$ cat src/mde_pkg.sv
// ----------------------------------------------------------------------------
// mde_pkg
// shared types, register codes and the min/max select function for the
// 5x5 erode/dilate filter
// ----------------------------------------------------------------------------
package mde_pkg;

  typedef enum logic [2:0] {
    REG_MORPH_OP      = 3'd0,
    REG_KERNEL_SHAPE  = 3'd1,
    REG_ELEM_TYPE     = 3'd2,
    REG_CHANNEL_COUNT = 3'd3,
    REG_IMAGE_WIDTH   = 3'd4,
    REG_IMAGE_HEIGHT  = 3'd5
  } reg_idx_t;

  localparam logic [1:0] SHAPE_CROSS   = 2'd1;
  localparam logic [1:0] SHAPE_ELLIPSE = 2'd2;
  localparam logic [1:0] ET_U8         = 2'd0;
  localparam logic [1:0] ET_S16        = 2'd2;

  typedef struct packed {
    logic        op;
    logic [1:0]  shape;
    logic [1:0]  etype;
    logic [1:0]  chans;
    logic [12:0] width;
    logic [15:0] height;
  } cfg_t;

  typedef struct packed {
    logic load;
    logic emit;
    logic last;
    logic fend;
  } step_t;

  function automatic logic [15:0] pick(input logic [15:0] a, input logic [15:0] b,
                                       input logic dil, input logic [15:0] flip);
    logic [15:0] ka;
    logic [15:0] kb;
    ka = a ^ flip;
    kb = b ^ flip;
    if (dil) begin
      return (kb > ka) ? b : a;
    end else begin
      return (kb < ka) ? b : a;
    end
  endfunction

endpackage

$ cat src/mde_back.sv
// ----------------------------------------------------------------------------
// mde_back
// window of column reductions, right-border replication and final
// min/max across the structuring element
// ----------------------------------------------------------------------------
module mde_back
  import mde_pkg::*;
#(
  parameter int SAMPLE_BITS  = 16,
  parameter int MAX_CHANNELS = 3,
  parameter int OD           = 4
) (
  input  logic                                      clk,
  input  logic                                      rst_n,
  input  cfg_t                                      cfg,
  input  logic                                      q_empty,
  input  logic [3*SAMPLE_BITS*MAX_CHANNELS+$bits(step_t)-1:0] q_data,
  output logic                                      q_pop,
  input  logic [$clog2(OD+1)-1:0]                   o_count,
  output logic                                      o_push,
  output logic [49:0]                               o_data
);
  localparam int LW  = SAMPLE_BITS;
  localparam int PW  = LW * MAX_CHANNELS;
  localparam int OCW = $clog2(OD + 1);
  localparam logic [15:0] SIGN_BIT = 16'(1) << (LW - 1);

  step_t         st;
  logic [PW-1:0] nf;
  logic [PW-1:0] nm;
  logic [PW-1:0] nc;
  logic          step;
  logic [1:0]    rep_r;
  logic [1:0]    rep_nxt;
  logic          emit_now;
  logic          re_now;
  logic          fe_now;
  logic [PW-1:0] wf_r [5];
  logic [PW-1:0] wm_r [5];
  logic [PW-1:0] wc_r [5];
  logic          b1_v_r;
  logic          b1_re_r;
  logic          b1_fe_r;
  logic [15:0]   flip;
  logic [1:0]    used;
  logic [15:0]   res [3];

  assign st = step_t'(q_data[3*PW +: $bits(step_t)]);
  assign nf = q_data[2*PW +: PW];
  assign nm = q_data[PW +: PW];
  assign nc = q_data[0 +: PW];

  assign step = !q_empty && ((OCW+1)'(o_count) + (OCW+1)'(b1_v_r) < (OCW+1)'(OD));

  always_comb begin
    q_pop    = 1'b0;
    rep_nxt  = rep_r;
    emit_now = 1'b0;
    re_now   = 1'b0;
    fe_now   = 1'b0;
    if (step) begin
      emit_now = st.emit;
      if (st.emit && st.last) begin
        if (rep_r == 2'd2) begin
          q_pop   = 1'b1;
          rep_nxt = 2'd0;
          re_now  = 1'b1;
          fe_now  = st.fend;
        end else begin
          rep_nxt = rep_r + 2'd1;
        end
      end else begin
        q_pop = 1'b1;
      end
    end
  end

  always_ff @(posedge clk) begin
    if (!rst_n) begin
      rep_r  <= 2'd0;
      b1_v_r <= 1'b0;
    end else begin
      rep_r  <= rep_nxt;
      b1_v_r <= step && emit_now;
    end
  end

  always_ff @(posedge clk) begin
    b1_re_r <= re_now;
    b1_fe_r <= fe_now;
    if (step) begin
      if (st.load) begin
        for (int j = 0; j < 5; j++) begin
          wf_r[j] <= nf;
          wm_r[j] <= nm;
          wc_r[j] <= nc;
        end
      end else begin
        for (int j = 0; j < 4; j++) begin
          wf_r[j] <= wf_r[j+1];
          wm_r[j] <= wm_r[j+1];
          wc_r[j] <= wc_r[j+1];
        end
        wf_r[4] <= nf;
        wm_r[4] <= nm;
        wc_r[4] <= nc;
      end
    end
  end

  always_comb begin
    flip = (cfg.etype == ET_S16) ? SIGN_BIT : 16'd0;
    if (cfg.chans == 2'd0) begin
      used = 2'd1;
    end else if (cfg.chans > 2'(MAX_CHANNELS)) begin
      used = 2'(MAX_CHANNELS);
    end else begin
      used = cfg.chans;
    end
  end

  for (genvar ch = 0; ch < 3; ch++) begin : g_out
    if (ch < MAX_CHANNELS) begin : g_used
      logic [15:0] s [5];
      logic [15:0] r;
      always_comb begin
        for (int j = 0; j < 5; j++) begin
          if (j == 2) begin
            s[j] = 16'(wf_r[j][ch*LW +: LW]);
          end else begin
            case (cfg.shape)
              SHAPE_CROSS:   s[j] = 16'(wc_r[j][ch*LW +: LW]);
              SHAPE_ELLIPSE: s[j] = 16'(wm_r[j][ch*LW +: LW]);
              default:       s[j] = 16'(wf_r[j][ch*LW +: LW]);
            endcase
          end
        end
        r = pick(pick(pick(s[0], s[1], cfg.op, flip), pick(s[3], s[4], cfg.op, flip),
                      cfg.op, flip), s[2], cfg.op, flip);
      end
      assign res[ch] = (2'(ch) < used) ? r : 16'd0;
    end else begin : g_none
      assign res[ch] = 16'd0;
    end
  end

  assign o_push = b1_v_r;
  assign o_data = {b1_re_r, b1_fe_r, res[2], res[1], res[0]};

  a_rep_needs_entry: assert property (@(posedge clk) disable iff (!rst_n)
    rep_r != 2'd0 |-> !q_empty)
    else $error("border repeat without queued column");

  a_rep_holds_entry: assert property (@(posedge clk) disable iff (!rst_n)
    step && rep_r != 2'd2 && st.emit && st.last |-> !q_pop)
    else $error("column released before border repeats");

endmodule

$ cat config.mk
export PLATFORM = sky130hd
export DESIGN_NAME = mde_back
export DESIGN_NICKNAME = d
export VERILOG_FILES = /design/src/mde_pkg.sv /design/src/mde_back.sv
export SDC_FILE = /design/constraint.sdc
export NUM_CORES = 2
export LEC_CHECK = 0
export BUFFER_PORTS_ARGS = -buffer_cell sky130_fd_sc_hd__buf_2
export CAP_MARGIN = 10
export CORE_ASPECT_RATIO = 0.8
export CORE_MARGIN = 1
export CORE_UTILIZATION = 40
export CTS_CLUSTER_SIZE = 8
export DETAILED_ROUTE_END_ITERATION = 8
export GPL_ROUTABILITY_DRIVEN = 0
export HOLD_SLACK_MARGIN = 0.03
export SLEW_MARGIN = 20
export SYNTH_ARGS = -nofsm -noshare
export SYNTH_HDL_FRONTEND = slang
export SYNTH_SLANG_ARGS = --single-unit
$ cat constraint.sdc
create_clock -name clk -period 108 [get_ports clk]
set_input_delay 16.2 -clock clk [delete_from_list [all_inputs] [get_ports clk]]
set_output_delay 16.2 -clock clk [all_outputs]
set_load 0.03 [all_outputs]
Word-level counts from Yosys, hierarchy flattened
Memories as Yosys holds them, arrays and structs flattened.
Index checks and enable logic that the tools add are counted.
- register bits after elaboration: 5
- bits in writable memories: 720
- bits of input ports: 190
- output and inout bits: 52
- word-level logic and storage cells: 168
- memories kept: 3
- add/subtract/negate cells: 2
- $lt $le $gt $ge: 29
- equality and inequality tests: 4
- multiplexer cells: 80
- bitwise gates (word level): 39
- reductions and logical operators: 7
- memory list (name ; words ; bits a word ; rd ports ; clocked after Yosys merged registers in ; write ports ; RTL line ; source):
    wc_r ; 5 ; 48 ; 5 ; 0 ; 5 ; mde_back.sv:40 ; logic [PW-1:0] wc_r [5];
    wf_r ; 5 ; 48 ; 5 ; 0 ; 5 ; mde_back.sv:38 ; logic [PW-1:0] wf_r [5];
    wm_r ; 5 ; 48 ; 5 ; 0 ; 5 ; mde_back.sv:39 ; logic [PW-1:0] wm_r [5];
- operators by type and width (cell ; count):
    $mux W48 ; 15
    $mux W16 ; 40
    $pmux W16 S2 ; 12
    $xor A16 B16 Y16 ; 24
    $gt A16 B16 Y1 ; 12
    $lt A16 B16 Y1 ; 12
    $or A1 B1 Y1 ; 15
    $mux W1 ; 10
    $eq A2 B2 Y1 const B ; 3
    $mux W2 ; 3
    $add A3 B1 Y4 ; 1
    $lt A1 B2 Y1 const A ; 2
    $lt A4 B3 Y1 const B ; 1
    $logic_and A1 B1 Y1 ; 3
    $reduce_and A3 Y1 ; 1
    $add A2 B1 Y2 const B ; 1
    $eq A2 B1 Y1 const B ; 1
    $gt A2 B2 Y1 const B ; 1
    $logic_not A2 Y1 ; 1
    $lt A2 B2 Y1 const A ; 1
    $reduce_and A2 Y1 ; 1
    $logic_not A1 Y1 ; 1

Longest topological paths before layout
- depth after elaboration: 15
- depth in mapped cells: 40
- depth with buffers taken out: 33

Least setup slack after synthesis
No wires, ideal clock.
- path kind: in2out
- start point: in o_count[0]
- end point: out q_pop
- arrival: 78.814 ns
- required time: 91.800 ns
- slack: 12.986 ns
- stages: 3
- path buffers: 0
- cells stage by stage: a311oi_1 > inv_1 > a31oi_1
- word-level cells in the longest chain between the ends: 4
- ends and longest elaborated chain (element ; RTL line ; source):
    start, declared ; mde_back.sv:19 ; input logic [$clog2(OD+1)-1:0] o_count,
    $add A3 B1 Y4 ; mde_back.sv:53 ; assign step = !q_empty && ((OCW+1)'(o_count) + (OCW+1)'(b1_v_r) < (OCW+1)'(OD));
    $lt A4 B3 Y1 ; mde_back.sv:53 ;
    $logic_and A1 B1 Y1 ; mde_back.sv:53 ;
    $mux W1 ; mde_back.sv:61 ; if (step) begin
    end, declared ; mde_back.sv:18 ; output logic q_pop,
Every way passes these cells.

Worst setup path in the final report
- start point: in cfg[33] (netlist name)
- end point: out o_data[46]
- word-level cells in the longest chain between the ends: 15
- elaborated cells between the ends (all ways): 34
- those cells by class: order compare: 8; eq/ne: 2; mux: 17; bitwise: 7
- ends and longest elaborated chain (element ; RTL line ; source):
    start, declared ; mde_back.sv:15 ; input cfg_t cfg,
    $eq A2 B2 Y1 or $eq A2 B1 Y1 (tied branches) ; mde_back.sv:131 ; case (cfg.shape)
    $pmux W16 S2 ; mde_back.sv:131 ;
    $xor A16 B16 Y16 (on tied branches) ; mde_pkg.sv:43, mde_pkg.sv:42 ;
    $lt A16 B16 Y1 or $gt A16 B16 Y1 (tied branches) ; mde_pkg.sv:47, mde_pkg.sv:45 ;
    $mux W16 (on tied branches) ; mde_pkg.sv:47, mde_pkg.sv:45 ;
    $mux W16 ; mde_pkg.sv:44 ; if (dil) begin
    $xor A16 B16 Y16 (on tied branches) ; mde_pkg.sv:43, mde_pkg.sv:42 ;
    $lt A16 B16 Y1 or $gt A16 B16 Y1 (tied branches) ; mde_pkg.sv:47, mde_pkg.sv:45 ;
    $mux W16 (on tied branches) ; mde_pkg.sv:47, mde_pkg.sv:45 ;
    $mux W16 * ; mde_pkg.sv:44 ;
    $xor A16 B16 Y16 ; mde_pkg.sv:42 ; ka = a ^ flip;
    $lt A16 B16 Y1 or $gt A16 B16 Y1 (tied branches) ; mde_pkg.sv:47, mde_pkg.sv:45 ;
    $mux W16 (on tied branches) ; mde_pkg.sv:47, mde_pkg.sv:45 ;
    $mux W16 * ; mde_pkg.sv:44 ;
    $mux W16 * ; mde_back.sv:141 ; assign res[ch] = (2'(ch) < used) ? r : 16'd0;
    end, declared ; mde_back.sv:21 ; output logic [49:0] o_data
Mark *: on every way between the ends. The rest lies on a longest branch, timed or not.

==> out/qor.txt <==
DR WL/cell: 18.22 um
Syn avg cell area: 9.952 sq um
Req. time, crit path: 91,800 ps
CTS-repair resized insts: 0
DRC viols: 0
Net Sw Frac: 31.32%
Area growth syn-to-layout: 12.88%
Post-Syn Area: 38,700 sq um
Rows: 101
Max Clock Skew: 37.44 ps
Post-route setup TNS: 0 ps
DRT Pass-1 Iters: 5
Most frequent CP cell: buf_4
Vias/cell: 5.344
Commonest non-fill, non-tap cell in the layout: nand2_1
GR Overflow Total: 0
Die area: 98,020 sq um
Reg-to-Reg End: wf_r[0][136]
Dominant synthesized flop cell: edfxtp_1
RSZ-0062 raised after global routing: no
Static leakage: 17.90 nW
Comb pwr share: 25.1%
# IOs: 242
Synth warn: 0
Hold Crit Class: register to register
Number of global-route vias before repair: 27,100
Pwr Density: 18.95 nW/um^2
Via count: 28,600
Met2 usage: 29.64%
Global-route wire length before repair: 153,200 um
Max incr delay on CP: 870 ps
Min-Delay Endpoint: wm_r[0][49]
Cts bufs inserted: 101
Largest net degree at the start of global routing: 99
CP Class: input port to output pin
Final #Nets: 4,425
Worst slew pin tran: 1017 ps
Async set-or-reset flop fraction in the synthesized netlist: 0%
Worst EP arrival: 27,450 ps
Clock power frac: 34.6%
ANT nets after route: 0
Initial Utilization: 40.57%
Non-Filler Instances: 5,352
FF-to-FF path depth: 9
Crit start category: input port
Slew HR: 32.19%
FF-to-FF setup slack: 102,690 ps
Sw Pwr: 259.3 uW
Net Count, Synth: 4,273
Postcts setup bufs: 0
GR Util met1: 29.48%
Maximum vdd drop: 0.00001329 V
Root Driver: clkbuf_16
Worst-Skew Late Latency: 710 ps
Cell count after synthesis: 3,889
Crit path max fanout: 60
Min-Delay Path Depth: 2
TritonCTS Sinks: 725
Core area: 95,410 sq um
Drt initial violations: 2,403
GRT busiest layer: met2
Clock-pin slew on the worst setup and hold paths: 60 ps
Final hold violation count: 0
Post-synthesis sequential area ratio: 56.12%
Layout cells sized above 1: 10.49%
Max Freq: 22.91 MHz
CP endpoint kind: output pin
DP Wirelength: 65,160 um
Placed instance area: 40,950 sq um
CTS tree: built
Post-Place Cells: 5,225
CP max stage cell: nand2_1
Detailed Route WL: 97,510 um
Final min period: 43,650 ps
Worst-case clock buffer depth: 3
Hold_sp: wm_r[0][97]
R2r startpoint: o_push
Post-synthesis register bit count: 725
Design Area, Final: 43,690 sq um
Status: complete, no violations
Post-synth cell types: 72
Htree depth: 3
Die Height: 280.2 um
Maxcap violations: 0
Hold Buf Count CTS: 0
Flop pwr share: 40.3%
Int Power: 568.5 uW
Final period utilization: 40.42%
Post-synth EDFFs: 720
Final setup fails: 0
Initial antenna violation count: 12
Met3 GRT Util: 3.759%
Slew Limit Fails: 0
IO buf count: 212
Most frequent cells in the layout: 1,419 x nand2_1, 720 x edfxtp_1, 212 x buf_2
Total GRT Usage: 19.82%
Die W: 349.8 um
-- metrics by stage --
stage | util [%] | setup WS [ps] | power (mW) | hold WS (ps)
6_report | 45.79 | 64350 | 0.8278 | 503.3
5_1_grt | 45.78 | 63660 | 0.8697 | 524.6
4_1_cts | 45.78 | 64400 | 0.8352 | 509.1
3_5_place_dp | 42.92 | 64440 | 0.5460 | 500.7
3_3_place_gp | 42.92 | 64610 | 0.5435 | 493.6
2_1_floorplan | - | 12990 | 0.5144 | 489.5
-- how the worst max path moves through the flow --
stage | from | to | slack, ps
5_1_grt | cfg[33] | o_data[46] | 63660
3_5_place_dp | cfg[33] | o_data[46] | 64440
3_3_place_gp | cfg[33] | o_data[46] | 64610
2_1_floorplan | o_count[0] | q_pop | 12990
6_report | cfg[33] | o_data[46] | 64350
4_1_cts | cfg[33] | o_data[46] | 64400
-- flip-flops by register name, indices dropped and copies added (netlist names) --
name,cells
wm_r,240
wf_r,240
b1_re_r,1
b1_fe_r,1
o_push,1
wc_r,240
rep_r,2
-- cells by family (layout without fill, tap and decap cells) --
| family | count (synthesis) | after routing | share of synthesized area [%] |
|---|---|---|---|
| AOI/OAI and AO/OA | 726 | 726 | 12.45 |
| other | 0 | 4 | 0 |
| DFF | 725 | 725 | 56.12 |
| and+or+nand+nor | 1762 | 1762 | 18.16 |
| muxes | 106 | 106 | 2.951 |
| xor gates and xnor gates | 22 | 22 | 0.4978 |
| buffers and inverters | 354 | 526 | 3.553 |
| adders and majority gates | 194 | 194 | 6.271 |
-- metal layers --
metal,vias up,wire length (um)
met2,670,42640
met1,13750,47080
met3,150,5889
met5,-,31
met4,6,1864
li1,14030,-
-- synthesized netlist by cell type (all sizes together) (22+ instances only) --
master	count	area (sq um)
nand2	1419	5326
mux2i	98	1052
o21a	52	390.4
o211ai	22	165.2
edfxtp	720	21620
nand4	31	200.2
or2	32	200.2
nand3	27	135.1
buf	35	177.7
xnor2	22	192.7
ha	194	2427
a22oi	194	1456
inv	148	555.5
a21oi	209	1046
a21o	36	270.3
clkbuf	171	641.9
o21ai	90	450.4
nor2	177	666.9
-- power groups by stage --
| stage | Clock, mW | Combinational, mW | Sequential [mW] |
|---|---|---|---|
| global route | 0.303 | 0.232 | 0.335 |
| detailed placement | 0 | 0.207 | 0.339 |
| finish | 0.287 | 0.208 | 0.333 |
| global placement | 0 | 0.205 | 0.338 |
| CTS | 0.293 | 0.209 | 0.333 |
| floorplan | 0 | 0.150 | 0.364 |
-- final cells by class --
class	instances	area, sq um
Fill cell	8998	51720
Sequential cell	725	21720
Multi-Input combinational cell	2810	15680
Clock buffer	112	2579
Tap cell	1287	1610
Timing Repair Buffer	255	1384
Inverter	148	555.5
Clock inverter	11	152.6
Antenna cell	4	10.01
-- critical path: cells and delay by family --
family,cells,cell delay [ps]
simple gates,10,3500
compound gates,9,3020
buf+inv,8,2130
fa+ha+maj,4,1530
mux,2,840
xor+xnor,1,160
Power figures use the tool's default switching activity.
