**config.mk**
```make
export PLATFORM = sky130hd
export DESIGN_NAME = mde_fifo
export DESIGN_NICKNAME = d
export VERILOG_FILES = /design/src/mde_fifo.sv
export SDC_FILE = /design/constraint.sdc
export NUM_CORES = 1
export LEC_CHECK = 0
export BUFFER_PORTS_ARGS = -buffer_cell sky130_fd_sc_hd__buf_2
export CORE_MARGIN = 1
export CORE_UTILIZATION = 59
export DETAILED_ROUTE_END_ITERATION = 8
export GPL_TIMING_DRIVEN = 0
export PLACE_DENSITY = 0.82
export SLEW_MARGIN = 20
export SYNTH_ARGS = -nofsm -noshare
export SYNTH_HDL_FRONTEND = slang
export SYNTH_SLANG_ARGS = --single-unit
```
**constraint.sdc**
```tcl
create_clock -name clk -period 3 [get_ports clk]
set_input_delay 0.45 -clock clk [delete_from_list [all_inputs] [get_ports clk]]
set_output_delay 0.45 -clock clk [all_outputs]
set_load 0.1 [all_outputs]
```
**src/mde_fifo.sv**
```systemverilog
// ----------------------------------------------------------------------------
// mde_fifo
// small show-ahead register queue with occupancy count
// ----------------------------------------------------------------------------
module mde_fifo #(
  parameter int W     = 8,
  parameter int DEPTH = 4
) (
  input  logic                       clk,
  input  logic                       rst_n,
  input  logic                       push,
  input  logic                       pop,
  input  logic [W-1:0]               din,
  output logic [W-1:0]               dout,
  output logic [$clog2(DEPTH+1)-1:0] count,
  output logic                       empty
);
  localparam int PTW = $clog2(DEPTH);
  localparam int CW  = $clog2(DEPTH + 1);

  logic [W-1:0]   mem [DEPTH];
  logic [PTW-1:0] wr_r;
  logic [PTW-1:0] rd_r;
  logic [CW-1:0]  cnt_r;

  always_ff @(posedge clk) begin
    if (!rst_n) begin
      wr_r  <= '0;
      rd_r  <= '0;
      cnt_r <= '0;
    end else begin
      if (push) begin
        wr_r <= wr_r + PTW'(1);
      end
      if (pop) begin
        rd_r <= rd_r + PTW'(1);
      end
      if (push && !pop) begin
        cnt_r <= cnt_r + CW'(1);
      end else if (pop && !push) begin
        cnt_r <= cnt_r - CW'(1);
      end
    end
  end

  always_ff @(posedge clk) begin
    if (push) begin
      mem[wr_r] <= din;
    end
  end

  assign dout  = mem[rd_r];
  assign count = cnt_r;
  assign empty = (cnt_r == '0);

  a_no_overflow: assert property (@(posedge clk) disable iff (!rst_n)
    push && !pop |-> cnt_r != CW'(DEPTH))
    else $error("queue overflow");

  a_no_underflow: assert property (@(posedge clk) disable iff (!rst_n)
    pop |-> cnt_r != '0)
    else $error("queue underflow");

endmodule

```
Yosys cells after proc, flatten, opt, wreduce, memory -nomap -nowiden

Memories as Yosys holds them, arrays and structs flattened. A register that Yosys moved wholly into a read port is not among the register bits.
Cells that the tools add are included.

Add/subtract/negate cells: 4
Muxes and demuxes: 6
Reductions and logical operators: 6

Operators with widths:

| operator            | count |
|---|---|
| $mux 3              | 2 |
| $add 2x1->2 const B | 2 |
| $mux 2              | 2 |
| $add 3x1->3 const B | 1 |
| $logic_not 3->1     | 1 |
| $sub 3x1->3 const B | 1 |
| $logic_and 1x1->1   | 2 |
| $logic_not 1->1     | 2 |
| $mux 1              | 2 |
| $reduce_bool 2->1   | 1 |

Register bits: 7
Bits in writable memories: 32
Input port bits: 12
Output and inout port bits: 12
Word-level logic and storage cells: 20
Memories: 1

Memory list:

| name | depth | bits a word | read ports | clocked after memory_dff | wr ports | RTL line | text |
|---|---|---|---|---|---|---|---|
| mem  | 4     | 8           | 1          | 1                        | 1        | 21       | `logic [W-1:0] mem [DEPTH];` |

Logic depth before layout (Yosys ltp)

Gate-level depths: netlist of run 1.

Depth in word-level cells: 4
Mapped depth: 7
Gate-level depth less buffers: 7

Least setup slack after synthesis of run 1

Ideal clock, no wire load.

Path type: register to output
From: reg cnt_r[0], in the netlist count[0]
To: out empty
Arrival: 2.903 ns
Data required time: 2.550 ns
Setup slack: -0.353 ns
Stages on the path, launching flop included: 2
Buffers on the path: 0
Cell sequence: dfxtp_1 nor3_1

Word-level cells in the longest chain between the ends: 1

Ends and longest elaborated chain:

| element                | RTL line | text |
|---|---|---|
| from (decl)            | 24       | `logic [CW-1:0] cnt_r;` |
| from (signal assigned) | 39       | `cnt_r <= cnt_r + CW'(1);` |
| from (signal assigned) | 41       | `cnt_r <= cnt_r - CW'(1);` |
| $logic_not 3->1        | 54       | `assign empty = (cnt_r == '0);` |
| to (decl)              | 16       | `output logic empty` |

No other way between the ends.

==> reports/results.tsv, run 1 <==
metric	value	unit
fmax	0.468	GHz
core_region_area	2520	um^2
skew	0.00531	ns
syn_to_final_growth	16.3	%
min-delay-path-class	input port to register	
cts_max_path_buffers	2	
post_synth_num_cell_types	18	
drtIter0Drc	22	
r2r-end	count[2]	
floorplan.die.height	54	um
critPathMaxFanout	8	
synth_area	1600	um^2
powerDensity	779	nW/um^2
critical_path.endpoint_type	output pin	
hold-path-cell-count	1	
detailroute.via_count	777	
synth-async-reset-ratio	0	%
final_core_utilization	73.6	%
boundaryPins	24	
routability_congestion_estimate_from_global_placement	0.642	
tightestPinTransition	0.493	ns
critPathKind	register to output pin	
placedCellCount	137	
worst_setup_path_start_kind	register	
yosys.area.top_type_share	60.2	%
rsz_0062_raised_after_global_routing	false	
p_leak	0.700	nW
cts_hold_buffers	0	
die-area	2920	um^2
whs	0.316	ns
post_cts.repair.setup_buffers	0	
netlist_instances	84	
seq_area_frac_synth	71.5	%
via_per_inst	5.36	
top_family_by_delay_on_critical_path	multiplexers	
cts-root-buf	sky130_fd_sc_hd__clkbuf_4	
r2r_slack	1.50	ns
layout.nets	132	
totalPowerFinal	1.44	mW
post_route_standard_cell_area_excluding_fillers	1860	um^2
initial_drt_pass_iterations	4	
netlist.top_cell.by_area	sky130_fd_sc_hd__edfxtp_1	
timing.critical_path.slowest_cell_delay	0.53	ns
finalSetupViolations	0	
worstPathArrival	1.69	ns
worstReg2RegStart	count[0]	
crit_buf_inv	2	
first_global_vias	774	
worstSkewPairLatency	0.34	ns
grt_pass1_wl	3.72	mm
post-route-drc-count	0	
synth.avg_cell_area	19.0	um^2
grt_start_max_net_pins	14	
top_count_cell_post_synth	sky130_fd_sc_hd__edfxtp_1	
place_ws	1.07	ns
antenna_found_initial	0	
outcome	completed	
clock_tree.htree_level_count	2	
final.period_utilization	71.2	%
synth.area.top_cells	sky130_fd_sc_hd__edfxtp_1 60%, sky130_fd_sc_hd__dfxtp_1 11%, sky130_fd_sc_hd__mux4_2 11%	
final.setup.worst_slack	0.863	ns
post_layout_nonfiller_instances	145	
yosysWarningCount	0	
register_bit_total_from_synthesis	41	
hold_path_end	mem[0][1]	
worst_path_max_delay_cell	sky130_fd_sc_hd__mux4_2	
timing.reg2reg.worst_path_depth	4	
chipWidth	54	um
filler_cell_count	158	
routed_wl	2.42	mm
detailed_place.area	1750	um^2
floorplan.initialDensity	63.2	%
hold_path_startpoint	din[1]	
global_route_total_overflow	0	
drtAntennaViolNets	0	
cts_tree	yes	
total_global_routing_track_utilization	20.1	%
tns	0	ns
post_cts_resized	0	
crit_chain	buf_6 > mux4_2 > buf_2	
clkSinkCount	41	
clk_pin_slew_worst_paths	0.12	ns
row_count	18	
numPortBuffers	23	
critPathRequiredTime	2.55	ns
yosys_most_used_dff	sky130_fd_sc_hd__edfxtp_1	
wl_per_cell	16.7	um
synth_common_cells	32 x sky130_fd_sc_hd__edfxtp_1, 9 x sky130_fd_sc_hd__and2_1, 9 x sky130_fd_sc_hd__dfxtp_1, 8 x sky130_fd_sc_hd__mux4_2, 5 x sky130_fd_sc_hd__ha_1	
synthesis.nets	102	
maxCapViolCount	0	
hold_viol_final	0	
slew-limit-headroom	67.4	%
final_layout_size_suffix_gt1_share	36.5	%
vdd_ir_drop_max	0.000644	V
cts-buffers-inserted	5	
number_of_slew_limit_violations_in_the_final_report	0	
synth_edf_count	32	
timing.final.crit_period	2.14	ns
detailedPlacementHpwl	1.60	mm
antenna-diode-count	0	
-- layout make-up --
class	count	area, um^2	share of cell area (%)
clock inverter	3	65.1	3.51
tap	30	37.5	2.02
multi-input combinational	37	428	23.1
timing repair buffer	23	115	6.20
inverter	4	15.0	0.809
clock buffer	5	37.5	2.02
sequential	41	1140	61.5
buffer	2	16.3	0.877
-- per-layer routing --
metal  global-route usage [%]  wire, um  vias to the layer above
met3                     6.78        90                        6
met2                     36.4      1340                       22
met5                        0         0                        -
met1                     21.3       957                      373
met4                     7.69        38                        0
li1                         -         -                      376
-- power by group --
part	total [mW]	internal (mW)	switching [mW]
clock network	0.427	0.258	0.169
logic	0.350	0.0788	0.271
registers	0.668	0.648	0.0198
-- worst max-delay path by stage --
stage	cells past startpoint	to	startpoint
global placement	8	count[2]	pop
detailed placement	8	count[2]	pop
global route	3	dout[6]	register
finish	3	dout[6]	register
CTS	3	dout[6]	register
floorplan	1	empty	count[0]
-- logic make-up after synthesis --
kind of cell	count (synthesis)	synth area share [%]
muxes	10	12.5
DFF	41	71.5
buffers and inverters	6	1.96
and+or+nand+nor	14	5.25
adders and majority gates	6	5.18
xor gates and xnor gates	5	2.75
AOI/OAI and AO/OA	2	0.784
-- layout by cell type, fill, tap and decap left out --
| cell | synthesis | layout |
|---|---|---|
| sky130_fd_sc_hd__edfxtp_1 | 32 | 32 |
| sky130_fd_sc_hd__buf_2 | 0 | 23 |
| sky130_fd_sc_hd__and2_1 | 9 | 9 |
| sky130_fd_sc_hd__dfxtp_1 | 9 | 9 |
| sky130_fd_sc_hd__mux4_2 | 8 | 8 |
| sky130_fd_sc_hd__ha_1 | 5 | 5 |
| sky130_fd_sc_hd__clkbuf_4 | 0 | 5 |
| sky130_fd_sc_hd__inv_1 | 4 | 4 |
| sky130_fd_sc_hd__xor2_1 | 3 | 3 |
| sky130_fd_sc_hd__xnor2_1 | 2 | 2 |
| sky130_fd_sc_hd__mux2i_1 | 2 | 2 |
| sky130_fd_sc_hd__nor2b_1 | 2 | 2 |
| sky130_fd_sc_hd__bufinv_16 | 0 | 2 |
| sky130_fd_sc_hd__buf_6 | 1 | 1 |
| sky130_fd_sc_hd__clkbuf_2 | 1 | 1 |
| sky130_fd_sc_hd__nor3_2 | 0 | 1 |
| sky130_fd_sc_hd__nand2_1 | 1 | 1 |
| sky130_fd_sc_hd__o21ai_0 | 1 | 1 |
| sky130_fd_sc_hd__or3_1 | 1 | 1 |
| sky130_fd_sc_hd__a21boi_1 | 1 | 1 |
| sky130_fd_sc_hd__fa_1 | 1 | 1 |
| sky130_fd_sc_hd__clkinv_2 | 0 | 1 |
-- flip-flops by register name (all words and copies together), names as in the netlist, named ones only --
register / cells
mem: 32
rd_r: 2
count: 3
wr_r: 2
Power figures use the tool's default switching activity.
==> run 2: changes to the inputs <==
--- a/config.mk
+++ b/config.mk
@@ -7,10 +7,10 @@
 export LEC_CHECK = 0
 export BUFFER_PORTS_ARGS = -buffer_cell sky130_fd_sc_hd__buf_2
 export CORE_MARGIN = 1
-export CORE_UTILIZATION = 59
+export CORE_UTILIZATION = 49
 export DETAILED_ROUTE_END_ITERATION = 8
 export GPL_TIMING_DRIVEN = 0
-export PLACE_DENSITY = 0.82
+export PLACE_DENSITY = 0.73
 export SLEW_MARGIN = 20
 export SYNTH_ARGS = -nofsm -noshare
 export SYNTH_HDL_FRONTEND = slang
==> constraint.sdc (replaced) <==
create_clock -name clk -period 1.9 [get_ports clk]
set_input_delay 0.285 -clock clk [delete_from_list [all_inputs] [get_ports clk]]
set_output_delay 0.285 -clock clk [all_outputs]
set_load 0.1 [all_outputs]
==> run 2 against run 1 <==
Die area grew 20%. Wire length rose by 9.2%. Via count is 3.0% higher. Sequential share of layout area is 2.0 points lower. Critical path depth is the same. Core utilization is 11 points lower. Global-route usage shrank 2.1 points. First-iteration DRC count down 18%. Clock skew increased by 0.0014 ns. Final cell count up 9.7%. Worst setup slack lost 0.83 ns. Largest power group unchanged. Combinational power is 73% higher. Highest routed layer unchanged.
==> reports/results.tsv, run 2 (synthesized netlist as in run 1, its figures left out) <==
metric	value	unit
detailed_place.area	1780	um^2
syn_to_final_growth	20.5	%
routed_wl	2.64	mm
clkSinkCount	41	
tightestPinTransition	0.487	ns
final_layout_size_suffix_gt1_share	37.4	%
cts_tree	yes	
row_count	20	
powerDensity	1150	nW/um^2
post_cts.repair.setup_buffers	0	
switching_power_as_a_share_of_total_power	33.5	%
grt.met3_usage	6.77	%
tns	0	ns
filler_cell_count	243	
power.share.combinational	27.5	%
die-area	3490	um^2
min-delay-path-class	input port to register	
placedCellCount	151	
final.period_utilization	98.0	%
skew	0.00670	ns
reg_with_most_ffs	mem	
boundaryPins	24	
busiest_layer	met2	
drtIter0Drc	18	
critPathMaxFanout	8	
r2r-end	count[2]	
worstSkewPairLatency	0.34	ns
first_global_vias	823	
fmax	0.537	GHz
path_common_cell	sky130_fd_sc_hd__buf_12	
r2r_slack	0.41	ns
layout.nets	132	
initial_drt_pass_iterations	4	
grt_pass1_wl	4.19	mm
final.setup.worst_slack	0.0373	ns
worst_setup_path_start_kind	register	
layout.cells.most_common_list	32 x sky130_fd_sc_hd__edfxtp_1, 15 x sky130_fd_sc_hd__buf_2, 9 x sky130_fd_sc_hd__and2_1	
grt_start_max_net_pins	13	
totalPowerFinal	2.21	mW
antenna-diode-count	0	
switchingPower	741	uW
crit_chain	buf_12 > mux4_2 > buf_12	
cts_hold_buffers	0	
critical_path.endpoint_type	output pin	
worstPathArrival	1.58	ns
antenna_found_initial	0	
post-route-drc-count	0	
number_of_slew_limit_violations_in_the_final_report	0	
grt_util_met2	29.9	%
outcome	completed	
power_frac_clock	24.5	%
timing.final.crit_period	1.86	ns
internal-power	1.47	mW
clk_pin_slew_worst_paths	0.12	ns
timing.reg2reg.worst_path_depth	4	
place_ws	0.117	ns
layout.cells.most_common	sky130_fd_sc_hd__edfxtp_1	
critPathKind	register to output pin	
max_ffs_per_register	32	
grt_util_met1	21.1	%
worst_path_max_delay_cell	sky130_fd_sc_hd__mux4_2	
timing.critical_path.slowest_cell_delay	0.55	ns
cts_max_path_buffers	2	
total_global_routing_track_utilization	18.0	%
drtAntennaViolNets	0	
post_route_standard_cell_area_excluding_fillers	1920	um^2
via_per_inst	5.03	
floorplan.initialDensity	51.8	%
routability_congestion_estimate_from_global_placement	0.703	
core_region_area	3080	um^2
vdd_ir_drop_max	0.000526	V
critPathRequiredTime	1.62	ns
cts-buffers-inserted	5	
slew-limit-headroom	67.8	%
detailroute.via_count	800	
clock_tree.htree_level_count	2	
share_seq_of_total_power	48.0	%
wl_per_cell	16.6	um
detailedPlacementHpwl	1.70	mm
chipWidth	59.1	um
numPortBuffers	23	
hold_path_end	mem[0][4]	
hold-path-cell-count	1	
rsz_0062_raised_after_global_routing	true	
global_route_total_overflow	0	
post_layout_nonfiller_instances	159	
worstReg2RegStart	count[0]	
cts-root-buf	sky130_fd_sc_hd__clkbuf_4	
finalSetupViolations	0	
floorplan.die.height	59.1	um
hold_path_startpoint	din[4]	
maxCapViolCount	0	
p_leak	0.710	nW
hold_viol_final	0	
-- run 2: cell type report --
type | count | area, um^2 | share of cell area (%)
buffer | 2 | 25.0 | 1.30
clock inverter | 2 | 33.8 | 1.76
clock buffer | 6 | 41.3 | 2.15
timing repair buffer | 23 | 174 | 9.04
tap | 44 | 55.1 | 2.86
inverter | 4 | 15.0 | 0.781
sequential | 41 | 1140 | 59.5
multi-input combinational | 37 | 434 | 22.6
-- run 2: worst max-delay path, delay by kind of cell, from the launching register on --
family	cells	cell delay, ns
multiplexers	1	0.55
flip-flops	1	0.36
buffers and inverters	2	0.33
-- run 2: timing repair --
item	in CTS	in global routing
endpoints found under the setup margin	8	8
pin swaps	0	0
resized for setup	13	8
-- run 2: layer usage --
| layer | vias to the layer above | wire [um] | part of all wire [%] |
|---|---|---|---|
| met5 | - | 0 | 0 |
| met4 | 0 | 34 | 1.3 |
| met3 | 4 | 98 | 3.7 |
| met2 | 16 | 1460 | 55 |
| met1 | 407 | 1050 | 40 |
| li1 | 373 | - | - |
-- run 2: worst max path at each step --
stage | to | slack [ns] | depth (start not counted)
after global routing | dout[3] | -0.03 | 3
after floorplan | empty | 0.05 | 1
after detailed placement | count[2] | 0.12 | 7
after CTS | dout[7] | 0.007 | 3
after global placement | count[2] | 0.20 | 7
final | dout[3] | 0.04 | 3
-- run 2: power groups by stage --
stage               registers (mW)  clock network (mW)  logic (mW)
global placement              1.08                   0       0.551
finish                        1.06               0.542       0.607
detailed placement            1.08                   0       0.559
global route                  1.07               0.599       0.637
floorplan                     1.16                   0       0.391
CTS                           1.06               0.547       0.591
-- run 2: through the flow --
stage / util (%) / hold WS [ns]
CTS: 61.5 / 0.138
global placement: 57.8 / 0.496
finish: 62.5 / 0.148
detailed placement: 57.8 / 0.503
floorplan: - / 0.384
global route: 62.5 / 0.122
==> run 3: changes to the inputs <==
--- a/config.mk
+++ b/config.mk
@@ -9,7 +9,6 @@
 export CORE_MARGIN = 1
 export CORE_UTILIZATION = 49
 export DETAILED_ROUTE_END_ITERATION = 8
-export GPL_TIMING_DRIVEN = 0
 export PLACE_DENSITY = 0.73
 export SLEW_MARGIN = 20
 export SYNTH_ARGS = -nofsm -noshare
==> run 3 against run 2 <==
Sequential power is essentially flat. Final cell count shrank 0.63%. Fmax grew 0.61%. Worst setup slack gained 0.011 ns. Critical endpoint is now dout[5]. Largest cell class unchanged.
==> reports/results.tsv, run 3 (synthesized netlist as in run 1, its figures left out) <==
metric	value	unit
outcome	completed	
slew-limit-headroom	68.2	%
clock_tree.htree_level_count	2	
timing.final.crit_period	1.85	ns
cts_hold_buffers	0	
cts-root-buf	sky130_fd_sc_hd__clkbuf_4	
switchingPower	746	uW
grt_pass1_wl	3.71	mm
post-route-drc-count	0	
timing.critical_path.slowest_cell_delay	0.54	ns
power.share.combinational	27.4	%
maxCapViolCount	0	
critPathMaxFanout	8	
via_per_inst	5.05	
skew	0.00702	ns
layout.nets	131	
r2r-end	count[2]	
routed_wl	2.41	mm
routability_congestion_estimate_from_global_placement	0.734	
syn_to_final_growth	21.0	%
powerDensity	1150	nW/um^2
hold_path_end	mem[3][2]	
crit_chain	buf_12 > mux4_2 > buf_12	
vdd_ir_drop_max	0.000543	V
max_ffs_per_register	32	
floorplan.die.height	59.1	um
top_family_by_delay_on_critical_path	multiplexers	
worstReg2RegStart	count[0]	
critPathRequiredTime	1.62	ns
whs	0.139	ns
critPathKind	register to output pin	
floorplan.initialDensity	51.8	%
p_leak	0.708	nW
numPortBuffers	23	
timing.reg2reg.worst_path_depth	4	
worstSkewPairLatency	0.35	ns
clk_pin_slew_worst_paths	0.11	ns
final.period_utilization	97.4	%
initial_drt_pass_iterations	4	
core_region_area	3080	um^2
cts_max_path_buffers	2	
boundaryPins	24	
row_count	20	
total_global_routing_track_utilization	16.5	%
final_core_utilization	62.7	%
drtAntennaViolNets	0	
finalSetupViolations	0	
chipWidth	59.1	um
reg_with_most_ffs	mem	
crit_buf_inv	2	
drtIter0Drc	19	
hold-path-cell-count	1	
min-delay-path-class	input port to register	
rsz_0062_raised_after_global_routing	true	
post_route_standard_cell_area_excluding_fillers	1930	um^2
tightestPinTransition	0.477	ns
worstPathArrival	1.57	ns
antenna_found_initial	0	
hold_path_startpoint	din[2]	
detailedPlacementHpwl	1.61	mm
path_common_cell	sky130_fd_sc_hd__buf_12	
cts-buffers-inserted	5	
hold_viol_final	0	
detailed_place.area	1770	um^2
global_route_total_overflow	0	
cts_tree	yes	
number_of_slew_limit_violations_in_the_final_report	0	
grt_start_max_net_pins	14	
worst_path_max_delay_cell	sky130_fd_sc_hd__mux4_2	
r2r_slack	0.44	ns
clkSinkCount	41	
layout.cells.most_common	sky130_fd_sc_hd__edfxtp_1	
die-area	3490	um^2
fmax	0.540	GHz
layout.cells.most_common_list	32 x sky130_fd_sc_hd__edfxtp_1, 15 x sky130_fd_sc_hd__buf_2, 9 x sky130_fd_sc_hd__and2_1	
antenna-diode-count	0	
share_seq_of_total_power	48.0	%
first_global_vias	794	
final_layout_size_suffix_gt1_share	37.7	%
power_frac_clock	24.6	%
internal-power	1.47	mW
worst_setup_path_start_kind	register	
critical_path.endpoint_type	output pin	
switching_power_as_a_share_of_total_power	33.6	%
wl_per_cell	15.2	um
detailroute.via_count	798	
==> run 3: cell types whose count changed in the layout (fill, tap and decap cells not counted) <==
| cell | previous run | this run |
|---|---|---|
| sky130_fd_sc_hd__clkbuf_2 | 1 | 0 |
| sky130_fd_sc_hd__buf_12 | 2 | 3 |
| sky130_fd_sc_hd__buf_6 | 7 | 6 |
| sky130_fd_sc_hd__clkinvlp_4 | 0 | 1 |
| sky130_fd_sc_hd__clkbuf_1 | 1 | 0 |
==> run 3: final cells by class <==
type	count	area, um^2
inverters	4	15.0
clock buffers	5	37.5
clock inverters	3	41.3
multi-input cells	37	434
fillers	229	1150
repair buffers	24	203
well taps	44	55.1
flip-flops and latches	41	1140
==> run 3: timing repair <==
item                                    4_1_cts  5_1_grt
gates resized for setup                      19        5
endpoints found under the setup margin        8        8
pin swaps                                     0        0
setup buffers                                 0        0
hold endpoints to repair                      0        0
==> run 3: worst max-delay path by stage <==
stage                     slack, ns        to      from  depth (start not counted)
after detailed placement       0.15  count[2]      push                          7
after global routing          -0.02   dout[5]  register                          3
after floorplan                0.05     empty  count[2]                          1
final                          0.05   dout[5]  register                          3
after CTS                     0.001   dout[6]  register                          3
after global placement         0.22  count[2]       pop                          8
==> run 3: power by group through the flow <==
| stage | clock network (mW) | registers (mW) | logic, mW |
|---|---|---|---|
| after floorplan | 0 | 1.16 | 0.391 |
| after detailed placement | 0 | 1.09 | 0.552 |
| after CTS | 0.566 | 1.07 | 0.597 |
| after global routing | 0.602 | 1.07 | 0.633 |
| after global placement | 0 | 1.08 | 0.544 |
| final | 0.547 | 1.07 | 0.607 |
==> run 3: per-stage QoR <==
step	instances	total power, mW	worst slack, ns	setup TNS [ns]
global placement	150	1.62	0.220	0
CTS	158	2.23	0.00136	0
global route	158	2.31	-0.0167	-0.0216
detailed placement	150	1.64	0.152	0
floorplan	84	1.55	0.0485	0
finish	158	2.22	0.0486	0
==> run 3: routing by layer <==
| metal | GRT usage (%) | vias to the layer above | wire, um |
|---|---|---|---|
| met1 | 17.0 | 402 | 968 |
| met5 | 0 | - | 0 |
| met4 | 12.2 | 0 | 76 |
| li1 | - | 370 | - |
| met3 | 4.59 | 8 | 74 |
| met2 | 28.4 | 18 | 1290 |
